==> src/rtl/stbi_pkg.sv <==
package stbi_pkg;

  localparam int DEPTH_DEF = 1024;
  localparam int KEY_W_DEF = 32;

  // Fixed widths of the index fields on the ports.
  localparam int POS_W = 11;
  localparam int LO_W  = 12;

  localparam logic [1:0] ST_OK     = 2'd0;
  localparam logic [1:0] ST_LO_NEG = 2'd1;
  localparam logic [1:0] ST_BEYOND = 2'd2;
  localparam logic [1:0] ST_FULL   = 2'd3;

  typedef struct packed {
    logic       load;
    logic       probe;
    logic       compare;
    logic       setup;
    logic       shift;
    logic       write_key;
    logic       emit;
    logic [1:0] code;
  } cmd_t;

  typedef struct packed {
    logic lo_neg;
    logic empty;
    logic beyond;
    logic insert;
    logic full;
    logic append;
    logic shift_last;
  } sts_t;

endpackage

==> src/rtl/stbi_ctrl.sv <==
module stbi_ctrl (
  input  logic          clk,
  input  logic          rst,
  input  logic          start,
  input  stbi_pkg::sts_t sts,
  output stbi_pkg::cmd_t cmd,
  output logic          busy
);
  import stbi_pkg::*;

  localparam logic [2:0] S_IDLE    = 3'd0;
  localparam logic [2:0] S_CHECK   = 3'd1;
  localparam logic [2:0] S_COMPARE = 3'd2;
  localparam logic [2:0] S_POST    = 3'd3;
  localparam logic [2:0] S_SHIFT   = 3'd4;
  localparam logic [2:0] S_WRITE   = 3'd5;

  logic [2:0] state;
  logic [2:0] state_next;

  always_ff @(posedge clk) begin
    if (rst) begin
      state <= S_IDLE;
    end else begin
      state <= state_next;
    end
  end

  assign busy = (state != S_IDLE);

  always_comb begin
    state_next = state;
    cmd = '0;
    cmd.code = ST_OK;
    case (state)
      S_IDLE: begin
        if (start) begin
          cmd.load = 1'b1;
          state_next = S_CHECK;
        end
      end
      S_CHECK: begin
        if (sts.lo_neg) begin
          cmd.emit = 1'b1;
          cmd.code = ST_LO_NEG;
          state_next = S_IDLE;
        end else if (sts.empty) begin
          state_next = S_POST;
        end else if (sts.beyond) begin
          cmd.emit = 1'b1;
          cmd.code = ST_BEYOND;
          state_next = S_IDLE;
        end else begin
          cmd.probe = 1'b1;
          state_next = S_COMPARE;
        end
      end
      S_COMPARE: begin
        cmd.compare = 1'b1;
        state_next = S_CHECK;
      end
      S_POST: begin
        if (!sts.insert) begin
          cmd.emit = 1'b1;
          state_next = S_IDLE;
        end else if (sts.full) begin
          cmd.emit = 1'b1;
          cmd.code = ST_FULL;
          state_next = S_IDLE;
        end else begin
          cmd.setup = 1'b1;
          state_next = sts.append ? S_WRITE : S_SHIFT;
        end
      end
      S_SHIFT: begin
        cmd.shift = 1'b1;
        if (sts.shift_last) begin
          state_next = S_WRITE;
        end
      end
      S_WRITE: begin
        cmd.write_key = 1'b1;
        cmd.emit = 1'b1;
        state_next = S_IDLE;
      end
      default: begin
        state_next = S_IDLE;
      end
    endcase
  end

endmodule

==> config.mk <==
export PLATFORM = sky130hd
export DESIGN_NAME = stbi_ctrl
export DESIGN_NICKNAME = d
export VERILOG_FILES = /design/src/rtl/stbi_pkg.sv /design/src/rtl/stbi_ctrl.sv
export SDC_FILE = /design/constraint.sdc
export NUM_CORES = 1
export LEC_CHECK = 0
export BUFFER_PORTS_ARGS = -buffer_cell sky130_fd_sc_hd__buf_2
export CAP_MARGIN = 25
export CORE_AREA = 3 3 40 42
export CTS_BUF_LIST = sky130_fd_sc_hd__clkbuf_4
export DETAILED_ROUTE_END_ITERATION = 12
export DIE_AREA = 0 0 43 45
export PLACE_DENSITY_LB_ADDON = 0.3
export SLEW_MARGIN = 20
export SYNTH_ARGS = -nofsm -noshare
export SYNTH_HDL_FRONTEND = slang
export SYNTH_SLANG_ARGS = --single-unit
==> constraint.sdc <==
create_clock -name clk -period 1.55 [get_ports clk]
set_input_delay 0.31 -clock clk [delete_from_list [all_inputs] [get_ports clk]]
set_output_delay 0.31 -clock clk [all_outputs]
set_load 0.005 [all_outputs]
==> out/summary.txt <==
number of buffers added to fix hold violations after cts -> 0
number of flip-flops under the largest register name -> 3
Placement Cell Area -> 398 um2
peak supply drop -> 0.220 mV
number of synthesis warnings -> 0
largest reg by FF count -> state
beginning of the worst hold path -> rst
Max Clock Freq -> 0.608 GHz
first drt pass iteration count -> 4
DR vias -> 350
outcome -> finished, violations left
summed instance area of the synthesized netlist -> 278 um2
Std-Cell Core Area -> 0.00128 mm2
placed cell count -> 71
synthesized instance count -> 36
arrival time reported for the critical path endpoint -> 1.34 ns
number of pins exceeding their max-slew limit in the final report -> 0
WS Path Type -> register to output pin
count of placed standard cells in the final layout, fillers left out -> 76
global route overflow -> 0
failing checks -> setup timing
total count of hold-check failures in the final report -> 0
CP Capture Type -> output pin
number of design-rule violations left by the first detailed-router iteration -> 9
Net Count, Synth -> 46
number of top-level pins -> 20
via count of the first global-routing pass -> 315
sequential cell area fraction in the yosys report -> 21.6%
largest registers in the final layout -> state (3)
type of element launching the critical path -> register
DRT antenna net count -> 0
number of antenna cells inserted -> 0
Worst Tran Pin Value -> 0.300 ns
Clk pin slew, worst setup/hold paths -> 0.04 ns
min setup slack post-route -> -0.0955 ns
library cell occupying the most area in the post-synthesis netlist -> dfxtp_1
GRT Util Overall -> 9.21%
number of inserted filler cells in the final layout -> 144
initial standard-cell utilization of the core -> 21.6%
routability congestion estimate -> 0.710
clock root buffer master -> clkbuf_4
worst slew slack as a fraction of its limit -> 80.0%
Final Instance Area -> 470 um2
period utilisation layout -> 106%
Chip Height -> 45 um
Tmin final -> 1.65 ns
sinks on the clock net -> 3
combined area of the multi-input logic cells -> 229 um2
share of total power consumed by net switching -> 25.5%
hpwl dp -> 634 um
Register Area -> 60.1 um2
Vias/cell -> 4.61
maximum fanout encountered on the critical timing path -> 2
commonest non-fill, non-tap cells in the layout -> buf_2 (19), clkbuf_4 (4)
leading cell type in the layout, fill and taps excluded -> buf_2
die width -> 43 um
post-synth top area share -> 21.6%
Net Switching -> 0.0000807 W
reported leakage power -> 0.237 nW
number of placement rows -> 13
dominant cells by area after synthesis -> dfxtp_1 (22%), nand4b_1 (6.3%), nor3_1 (5.4%)
number of antenna violations at the first check in global routing -> 0
MaxCap Viol Count -> 0
clock tree from TritonCTS -> yes
quantity of I/O buffers inserted on ports -> 19
global-route wire length before repair -> 1330 um
number of DRC violations after detailed routing -> 0
fraction of layout cells with a size suffix above 1 -> 60.7%
count of nets after finishing -> 72
worst setup skew after layout -> 0.00129 ns
proportion of power drawn by flip-flops and latches -> 27.6%
required arrival time at the worst endpoint -> 1.24 ns
critical path startpoint -> state[2]$_SDFFE_PP0P_
launch point of the worst reg-to-reg path -> state[1]$_SDFFE_PP0P_
final wirelength -> 836 um
pin count of the biggest net entering global routing -> 12
setup repair after global routing missed its margin -> yes
Comb pwr share -> 24.1%
# setup viols final -> 2
Yosys reg bits -> 3
internal power contribution -> 0.000236 W
floorplan die area -> 0.00194 mm2
fraction of power consumed by the clock network -> 48.3%
mean instance size in the synthesized netlist -> 7.72 um2
path type of the worst min-delay path -> input port to register
Hold Worst Slack -> 0.272 ns
average wire per standard cell -> 11.0 um
Synth-to-Final Area Change -> 69.4%
Skew-Pair Late Insertion Delay -> 0.23 ns
maximum buffer depth of the clock tree -> 2
CTS H-tree lvls -> 1
Inserted Clock Buffers -> 3
power per cell area -> 674 mW/mm2
Unique masters post-synth -> 23
## synthesized netlist by cell type
cell,count
a21oi_1,2
a221oi_2,1
a22o_2,1
and2_2,1
and3_1,1
buf_2,1
buf_6,1
dfxtp_1,3
inv_1,1
mux2i_1,1
nand2_1,3
nand2b_1,2
nand2b_4,1
nand3_1,1
nand4b_1,2
nor2_1,4
nor2b_1,2
nor3_1,3
nor3b_1,1
o21ai_0,1
o21ba_2,1
or3_1,1
or4_1,1
## power groups by stage
stage                     combinational (W)  sequential (W)  clock, W
after floorplan                   0.0000336       0.0000871         0
after global placement            0.0000653       0.0000884         0
after detailed placement          0.0000654       0.0000886         0
after CTS                         0.0000708       0.0000875  0.000160
after global routing              0.0000850       0.0000881  0.000171
final                             0.0000765       0.0000875  0.000153
## path summary, 6_finish.rpt
kind	to	slack [ns]	cells past startpoint
max	cmd[2]	-0.1	3
min	state[0]$_SDFFE_PP0P_	0.27	2
max reg2reg	state[0]$_SDFFE_PP0P_	0.43	4
min reg2reg	state[0]$_SDFFE_PP0P_	0.64	2
## cell families after synthesis
kind of cell | synth area share [%]
multiplexers | 3.60
AND/OR/NAND/NOR | 49.5
flip-flops | 21.6
AO/OA/AOI/OAI | 18.0
buffers and inverters | 7.20
## routing by layer
| metal | part of all wire [%] | vias up | track usage, % |
|---|---|---|---|
| met1 | 49 | 151 | 12.6 |
| li1 | - | 178 | - |
| met2 | 42 | 19 | 12.6 |
| met3 | 8.9 | 2 | 1.59 |
| met4 | 0.84 | 0 | 7.23 |
| met5 | 0 | - | 0 |
## layout make-up
cell class | instances | share of cell area [%]
Timing Repair Buffer | 23 | 27.4
Inverter | 1 | 0.798
Clock buffer | 4 | 6.38
Tap cell | 15 | 3.99
Multi-Input combinational cell | 30 | 48.7
Sequential cell | 3 | 12.8
## stage by stage
stage	worst slack, ns	total power, W	utilization, %	setup TNS [ns]
finish	-0.0955	0.000317	36.6	-0.120
global route	-0.137	0.000344	36.6	-0.359
CTS	-0.0981	0.000319	34.8	-0.157
detailed placement	-0.00779	0.000154	31.0	-0.00779
global placement	-0.000333	0.000154	31.0	-0.000333
floorplan	0.163	0.000121	-	0
## critical path: stages, from the launching register on
cell and delay, ns:
dfxtp_1 0.31, or4_1 0.50, and3_1 0.18, buf_2 0.12
## what timing repair did
item | in CTS | in global routing
cloned | 0 | 0
pin swaps | 2 | 1
setup endpoints to repair | 4 | 6
setup buffers | 0 | 1
gates resized for setup | 4 | 3
Note: power is estimated with default switching activity, not from simulation.
